### src/mau_pkg.sv
// Package of the modular arithmetic unit: widths, function codes, sequencer types.
// No dependencies.
package mau_pkg;

  localparam int OPERAND_BITS = 31;
  localparam int WIDE_BITS    = 64;
  localparam int CNT_BITS     = 7;
  localparam int COEF_BITS    = OPERAND_BITS + 3;
  localparam logic [OPERAND_BITS-1:0] MOD_RESET = 31'd998244353;

  typedef enum logic [2:0] {
    FN_ADD, FN_SUB, FN_MUL, FN_DIV, FN_INV, FN_POW, FN_NEG, FN_RED
  } func_t;

  typedef enum logic [3:0] {
    S_IDLE, S_MUL, S_DISPATCH, S_INV_CHK, S_INV_DIV, S_INV_FIX, S_POW, S_DONE
  } state_t;

  // where a finished modular multiply goes
  typedef enum logic [2:0] {
    T_RED_A, T_RED_B, T_RES, T_ACC, T_SQ, T_RED_W
  } mtag_t;

  // where a finished inverse goes
  typedef enum logic [1:0] {
    I_DIV, I_RES, I_POW
  } itag_t;

endpackage

### src/modular_arithmetic_unit.sv
// Top level: modular ALU with one shared bit-serial multiply-reduce unit and a
// serial divider for extended Euclid. Depends on mau_pkg.
//
// Operands are first reduced by the multiply-reduce unit; multiply and reduce of the
// wide operand then make one more pass, inverse runs Euclid steps on the divider,
// and power does up to two multiplies per exponent bit.
// One beat at a time: busy stays high until the done strobe; results cannot be stalled.
// Synchronous active-high reset clears the sequencer and loads the modulus reset value.
module modular_arithmetic_unit import mau_pkg::*; (
  input  logic                    clk,
  input  logic                    rst,
  input  logic                    modulus_we,
  input  logic [OPERAND_BITS-1:0] modulus_wdata,
  input  logic                    start,
  output logic                    busy,
  input  logic [2:0]              func,
  input  logic [OPERAND_BITS-1:0] operand_a,
  input  logic [OPERAND_BITS-1:0] operand_b,
  input  logic signed [WIDE_BITS-1:0] wide_operand,
  output logic                    done,
  output logic [OPERAND_BITS-1:0] result,
  output logic                    a_less_b,
  output logic                    a_equal_b
);

  localparam int OB = OPERAND_BITS;
  localparam int PAD = WIDE_BITS - OPERAND_BITS;

  state_t state, state_next;
  mtag_t  mtag;
  itag_t  itag;
  func_t  fn;

  logic [OB-1:0] modulus;
  logic [OB-1:0] opb, a, b, acc, sq, res;
  logic [WIDE_BITS-1:0] wide, e;
  logic [OB-1:0] mx, mr;
  logic [WIDE_BITS-1:0] my;
  logic [CNT_BITS-1:0] mcnt;
  logic [OB-1:0] ra, rb, rem, dvd;
  logic [4:0] dcnt;
  logic signed [COEF_BITS-1:0] cu, cv, pq;
  logic done_c;

  // shared multiply-reduce step
  logic [OB:0] m32, t0, t1, u0, u1;
  logic [OB-1:0] mul_next;
  always_comb begin
    m32 = {1'b0, modulus};
    t0 = {mr, 1'b0};
    t1 = (t0 >= m32) ? t0 - m32 : t0;
    u0 = t1 + (my[WIDE_BITS-1] ? {1'b0, mx} : '0);
    u1 = (u0 >= m32) ? u0 - m32 : u0;
    mul_next = u1[OB-1:0];
  end

  // divider step and coefficient update
  logic [OB:0] rem2, rem_sub;
  logic        qb;
  logic signed [COEF_BITS-1:0] pq_next, m_s, v1, v2;
  logic [OB-1:0] inv_val;
  always_comb begin
    rem2 = {rem, dvd[OB-1]};
    qb = rem2 >= {1'b0, rb};
    rem_sub = qb ? rem2 - {1'b0, rb} : rem2;
    pq_next = (pq <<< 1) + (qb ? cv : '0);
    m_s = signed'({{(COEF_BITS-OB){1'b0}}, modulus});
    v1 = cu[COEF_BITS-1] ? cu + m_s : cu;
    v2 = (v1 >= m_s) ? v1 - m_s : v1;
    inv_val = v2[OB-1:0];
  end

  // simple combinational results
  logic [OB:0] sum_ab, sum_red, diff_ab;
  logic [WIDE_BITS-1:0] wide_mag;
  always_comb begin
    sum_ab = {1'b0, a} + {1'b0, b};
    sum_red = (sum_ab >= m32) ? sum_ab - m32 : sum_ab;
    diff_ab = (a >= b) ? {1'b0, a} - {1'b0, b} : {1'b0, a} + m32 - {1'b0, b};
    wide_mag = wide[WIDE_BITS-1] ? (~wide + 1'b1) : wide;
  end

  // next state
  always_comb begin
    state_next = state;
    unique case (state)
      S_IDLE: begin
        if (start) state_next = (modulus < 2) ? S_DONE : S_MUL;
      end
      S_MUL: begin
        if (mcnt == '0) begin
          unique case (mtag)
            T_RED_A, T_ACC: state_next = S_MUL;
            T_RED_B:        state_next = S_DISPATCH;
            T_SQ:           state_next = S_POW;
            T_RES, T_RED_W: state_next = S_DONE;
            default:        state_next = S_DONE;
          endcase
        end
      end
      S_DISPATCH: begin
        unique case (fn)
          FN_MUL, FN_RED: state_next = S_MUL;
          FN_DIV, FN_INV: state_next = S_INV_CHK;
          FN_POW:         state_next = wide[WIDE_BITS-1] ? S_INV_CHK : S_POW;
          default:        state_next = S_DONE;
        endcase
      end
      S_INV_CHK: state_next = (rb == '0) ? S_INV_FIX : S_INV_DIV;
      S_INV_DIV: if (dcnt == '0) state_next = S_INV_CHK;
      S_INV_FIX: begin
        unique case (itag)
          I_DIV:   state_next = S_MUL;
          I_POW:   state_next = S_POW;
          default: state_next = S_DONE;
        endcase
      end
      S_POW:  state_next = (e == '0) ? S_DONE : S_MUL;
      S_DONE: state_next = S_IDLE;
      default: state_next = S_IDLE;
    endcase
  end

  // outputs of the sequencer
  always_comb begin
    busy   = (state != S_IDLE);
    done_c = (state == S_DONE);
  end

  always_ff @(posedge clk) begin
    if (rst) begin
      state   <= S_IDLE;
      done    <= 1'b0;
      modulus <= MOD_RESET;
    end else begin
      state <= state_next;
      done  <= done_c;
      if (modulus_we) modulus <= modulus_wdata;
    end
  end

  // datapath
  always_ff @(posedge clk) begin
    unique case (state)
      S_IDLE: begin
        if (start) begin
          fn        <= func_t'(func);
          opb       <= operand_b;
          wide      <= wide_operand;
          a_less_b  <= operand_a < operand_b;
          a_equal_b <= operand_a == operand_b;
          res       <= '0;
          // reduce operand_a as 1 * operand_a
          mx   <= OB'(1);
          my   <= {operand_a, {PAD{1'b0}}};
          mr   <= '0;
          mcnt <= CNT_BITS'(OB);
          mtag <= T_RED_A;
        end
      end
      S_MUL: begin
        if (mcnt != '0) begin
          mr   <= mul_next;
          my   <= my << 1;
          mcnt <= mcnt - 1'b1;
        end else begin
          unique case (mtag)
            T_RED_A: begin
              a    <= mr;
              mx   <= OB'(1);
              my   <= {opb, {PAD{1'b0}}};
              mr   <= '0;
              mcnt <= CNT_BITS'(OB);
              mtag <= T_RED_B;
            end
            T_RED_B: b <= mr;
            T_RES:   res <= mr;
            T_ACC: begin
              acc  <= mr;
              mx   <= sq;
              my   <= {sq, {PAD{1'b0}}};
              mr   <= '0;
              mcnt <= CNT_BITS'(OB);
              mtag <= T_SQ;
            end
            T_SQ: begin
              sq <= mr;
              e  <= e >> 1;
            end
            default: res <= (wide[WIDE_BITS-1] && mr != '0) ? modulus - mr : mr;
          endcase
        end
      end
      S_DISPATCH: begin
        ra <= a;
        rb <= modulus;
        cu <= COEF_BITS'(1);
        cv <= '0;
        acc <= OB'(1);
        sq  <= a;
        e   <= wide_mag;
        itag <= I_RES;
        mr  <= '0;
        unique case (fn)
          FN_ADD: res <= sum_red[OB-1:0];
          FN_SUB: res <= diff_ab[OB-1:0];
          FN_MUL: begin
            mx   <= a;
            my   <= {b, {PAD{1'b0}}};
            mcnt <= CNT_BITS'(OB);
            mtag <= T_RES;
          end
          FN_DIV: begin
            ra   <= b;
            itag <= I_DIV;
          end
          FN_POW: itag <= I_POW;
          FN_NEG: res <= (a != '0) ? modulus - a : '0;
          FN_RED: begin
            mx   <= OB'(1);
            my   <= wide_mag;
            mcnt <= CNT_BITS'(WIDE_BITS);
            mtag <= T_RED_W;
          end
          default: ;
        endcase
      end
      S_INV_CHK: begin
        rem  <= '0;
        dvd  <= ra;
        pq   <= '0;
        dcnt <= 5'(OB);
      end
      S_INV_DIV: begin
        if (dcnt != '0) begin
          rem  <= rem_sub[OB-1:0];
          pq   <= pq_next;
          dvd  <= dvd << 1;
          dcnt <= dcnt - 1'b1;
        end else begin
          // advance one Euclid step
          ra <= rb;
          rb <= rem;
          cu <= cv;
          cv <= cu - pq;
        end
      end
      S_INV_FIX: begin
        unique case (itag)
          I_DIV: begin
            mx   <= a;
            my   <= {inv_val, {PAD{1'b0}}};
            mr   <= '0;
            mcnt <= CNT_BITS'(OB);
            mtag <= T_RES;
          end
          I_POW:   sq <= inv_val;
          default: res <= inv_val;
        endcase
      end
      S_POW: begin
        mr   <= '0;
        mcnt <= CNT_BITS'(OB);
        if (e == '0) begin
          res <= acc;
        end else if (e[0]) begin
          mx   <= acc;
          my   <= {sq, {PAD{1'b0}}};
          mtag <= T_ACC;
        end else begin
          mx   <= sq;
          my   <= {sq, {PAD{1'b0}}};
          mtag <= T_SQ;
        end
      end
      default: ;
    endcase
  end

  assign result = res;

endmodule

### config.mk
export PLATFORM = sky130hd
export DESIGN_NAME = modular_arithmetic_unit
export DESIGN_NICKNAME = d
export VERILOG_FILES = /design/src/mau_pkg.sv /design/src/modular_arithmetic_unit.sv
export SDC_FILE = /design/constraint.sdc
export NUM_CORES = 2
export LEC_CHECK = 0
export BUFFER_PORTS_ARGS = -buffer_cell sky130_fd_sc_hd__buf_2
export CAP_MARGIN = 20
export CORE_MARGIN = 3
export CORE_UTILIZATION = 58
export CTS_CLUSTER_DIAMETER = 100
export DETAILED_ROUTE_END_ITERATION = 10
export PLACE_DENSITY = 0.77
export SLEW_MARGIN = 20
export SYNTH_ARGS = -nofsm -noshare
export SYNTH_HDL_FRONTEND = slang
export SYNTH_SLANG_ARGS = --single-unit
### constraint.sdc
create_clock -name clk -period 10.6 [get_ports clk]
set_input_delay 1.59 -clock clk [delete_from_list [all_inputs] [get_ports clk]]
set_output_delay 1.59 -clock clk [all_outputs]
set_load 0.01 [all_outputs]
==> summary.md <==
| Metric | Value |
|---|---|
| Final hold vios | 0 |
| Gr usage total | 46.72% |
| Number of synthesized register bits | 723 |
| Setup crit end kind | flip-flop |
| Port buffer count | 198 |
| Required time of the critical path | 10970 ps |
| Die W | 319.6 um |
| Synth Warn # | 0 |
| DRC | 0 |
| Total negative slack | 0 ps |
| Synth top area cells | edfxtp_1 (36%), ha_1 (10%), nand2_1 (4.6%) |
| CP dominant cell by count | o21ai_0 |
| Clk_lat worst skew | 730 ps |
| Die area | 102200 um2 |
| Routability cong. | 1.084 |
| Setup WS pre-CTS | 1363 ps |
| Final number of max-transition violations | 0 |
| Power Density | 309.1 nW/um2 |
| Rel. slew slack | 13.98% |
| Post-synth EDFFs | 688 |
| Final WS setup | 984.6 ps |
| Crit path DAT | 9980 ps |
| Fin crit share | 90.71% |
| Syn avg cell area | 9.001 um2 |
| Tightest Pin Transition | 1277 ps |
| Cell area after synthesis | 57050 um2 |
| Status | finished, final reports clean |
| Post-cts hold buffer count | 0 |
| Vias in the first global route | 51468 |
| Filler instances | 7844 |
| Worst-case vdd ir drop | 0.0003903 V |
| CTS Sinks | 723 |
| HPWL Detailed | 190.9 mm |
| H-tree depth | 3 |
| Final wirelength | 245.2 mm |
| CTS resizes | 0 |
| Hold Path Class | reg2reg |
| CTS tree | done |
| Clock Skew | 68.13 ps |
| First-pass GRT wire length | 349.0 mm |
| Sequential share of the synthesized area | 37.44% |
| Syn Nets | 7014 |
| Max-cap viol count | 0 |
| Core footprint | 97140 um2 |
| RSZ-0062 raised after global routing | false |
| Post-layout net count | 7161 |
| Setup crit start kind | flip-flop |
| Ports | 199 |
| CTS buffer count | 85 |
| Kind of critical path | reg2reg |
| Root buffer cell | clkbuf_16 |
| WL/cell | 31.24 um |
| Reg2reg setup slack | 980 ps |
| Synth top area share | 36.22% |
| Max FO, Critical Path | 61 |
| Row Count | 114 |
| DRT antenna net count | 0 |
| Die Height | 319.6 um |
| Setup bufs post-CTS | 0 |
| Syn-to-layout area delta | 10.16% |
| Clock buffer depth | 3 |
| Pin count of the biggest net entering global routing | 156 |
| FMAX | 104.0 MHz |
| Leak pwr | 25.82 nW |
| Wl on met1 | 88.65 mm |
| Post-synth cell types | 87 |
| GRT Residual Overflow | 0 |
| Initial antenna violation count | 26 |
| Highest routed layer | met5 |
| Initial DRT Pass Iterations | 7 |
| Share of cells above drive strength 1 | 8.514% |
| Setup violators final | 0 |
| Total power draw | 19.42 mW |
| Slowest CP cell | o41ai_1 |
| CTS clk-pin slew, worst paths | 60 ps |
| Synthesized instance count | 6338 |
| CP max stage delay | 800 ps |
| Vias per Instance | 6.912 |
| Hold slack | 513.3 ps |
| Area leader, netlist | edfxtp_1 |
| Starting Density | 58.73% |
| Async SR Flop Fraction | 0% |
| Top_reg_cell synth | edfxtp_1 |
| Tmin final | 9615 ps |
| Initial drt markers | 7932 |
| Met2 wire len | 101.7 mm |
| Met3 wire length | 33.30 mm |
| DR vias | 54255 |
-- report_power, final --
part / internal, mW / switching [mW] / total, mW
Clock: 1.85 / 1.36 / 3.21
Combinational: 3.99 / 7.30 / 11.3
Sequential: 4.32 / 0.603 / 4.92
-- path summary, 6_finish.rpt --
check               from      end  cells past startpoint
min              dvd[13]  dvd[14]                      2
max reg2reg  modulus[13]    mr[1]                     31
min reg2reg      dvd[13]  dvd[14]                      2
max          modulus[13]    mr[1]                     31
-- layout make-up --
type | count | area [um2] | share of cell area [%]
repair buffers | 311 | 1897 | 3.018
clock buffers | 112 | 2268 | 3.610
clock inverters | 44 | 696.9 | 1.109
well taps | 1276 | 1597 | 2.541
flip-flops and latches | 723 | 21360 | 33.99
multi-input cells | 4948 | 33410 | 53.17
inverters | 416 | 1562 | 2.485
diodes | 19 | 47.55 | 0.07566
-- cells by family after synthesis --
kind of cell               share of synthesized area (%)
AOI/OAI and AO/OA                                  21.09
xor gates and xnor gates                           6.534
adders and majority gates                          11.80
buffers and inverters                              4.415
DFF                                                37.44
muxes                                              1.733
and+or+nand+nor                                    16.99
-- per-stage QoR --
| step | cells | cell area, um2 | util, % |
|---|---|---|---|
| CTS | 7829 | 62760 | 64.61 |
| detailed placement | 7673 | 59800 | 61.56 |
| global placement | 7673 | 59790 | 61.56 |
| floorplan | 6338 | 57050 | - |
| global route | 7838 | 62810 | 64.67 |
| finish | 7849 | 62840 | 64.69 |
-- cell usage after synthesis (all sizes together), types with 29 or more instances --
master,count
a221o,41
o21a,73
or2,30
and3,39
nor2,515
a31oi,46
and2,123
a21oi,468
mux2i,74
a32oi,33
o31ai,70
ha,469
nand3,139
a21o,155
nand2b,62
xnor2,245
clkbuf,226
nand4,60
o21ai,477
or3,42
o211ai,52
nor2b,58
nor4,72
nand2,706
a22oi,29
fa,43
a221oi,49
inv,411
edfxtp,688
xor2,178
dfxtp,35
nor3,117
a211oi,77
o21bai,59
-- critical path, delay by kind of cell, from the launching register on --
family,cells,cell delay [ps]
fa+ha+maj,4,1180
xor+xnor,1,280
simple gates,6,930
flops,1,500
buf+inv,3,650
compound gates,16,5440
mux,1,230
-- flip-flops by register name, indices dropped and copies added, names as in the netlist, 34 cells and up --
signal  flops
cu         34
cv         34
e          64
my         64
pq         34
wide       64
-- placed cells by master (no fill, tap or decap), drive strengths merged, types with 30 or more instances in the layout --
cell and count:
nand2 706, nand3 139, o211ai 52, a221oi 49, o21ai 477, or3 42
a21o 155, clkbuf 112, a221o 41, nor2 515, and3 39, edfxtp 688
a32oi 33, ha 469, o21bai 59, buf 311, o31ai 70, inv 417
nor4 72, a21oi 468, nand4 60, xnor2 245, o21a 73, dfxtp 35
mux2i 74, fa 43, nand2b 62, a211oi 77, or2 30, nor3 117
nor2b 58, a31oi 46, and2 123, xor2 178
-- per-layer routing --
metal	vias up	global-route usage (%)
li1	23673	-
met1	25897	58.50
met2	3903	68.32
met3	770	15.33
met4	12	32.65
met5	-	0
Note: power is estimated with default switching activity, not from simulation.
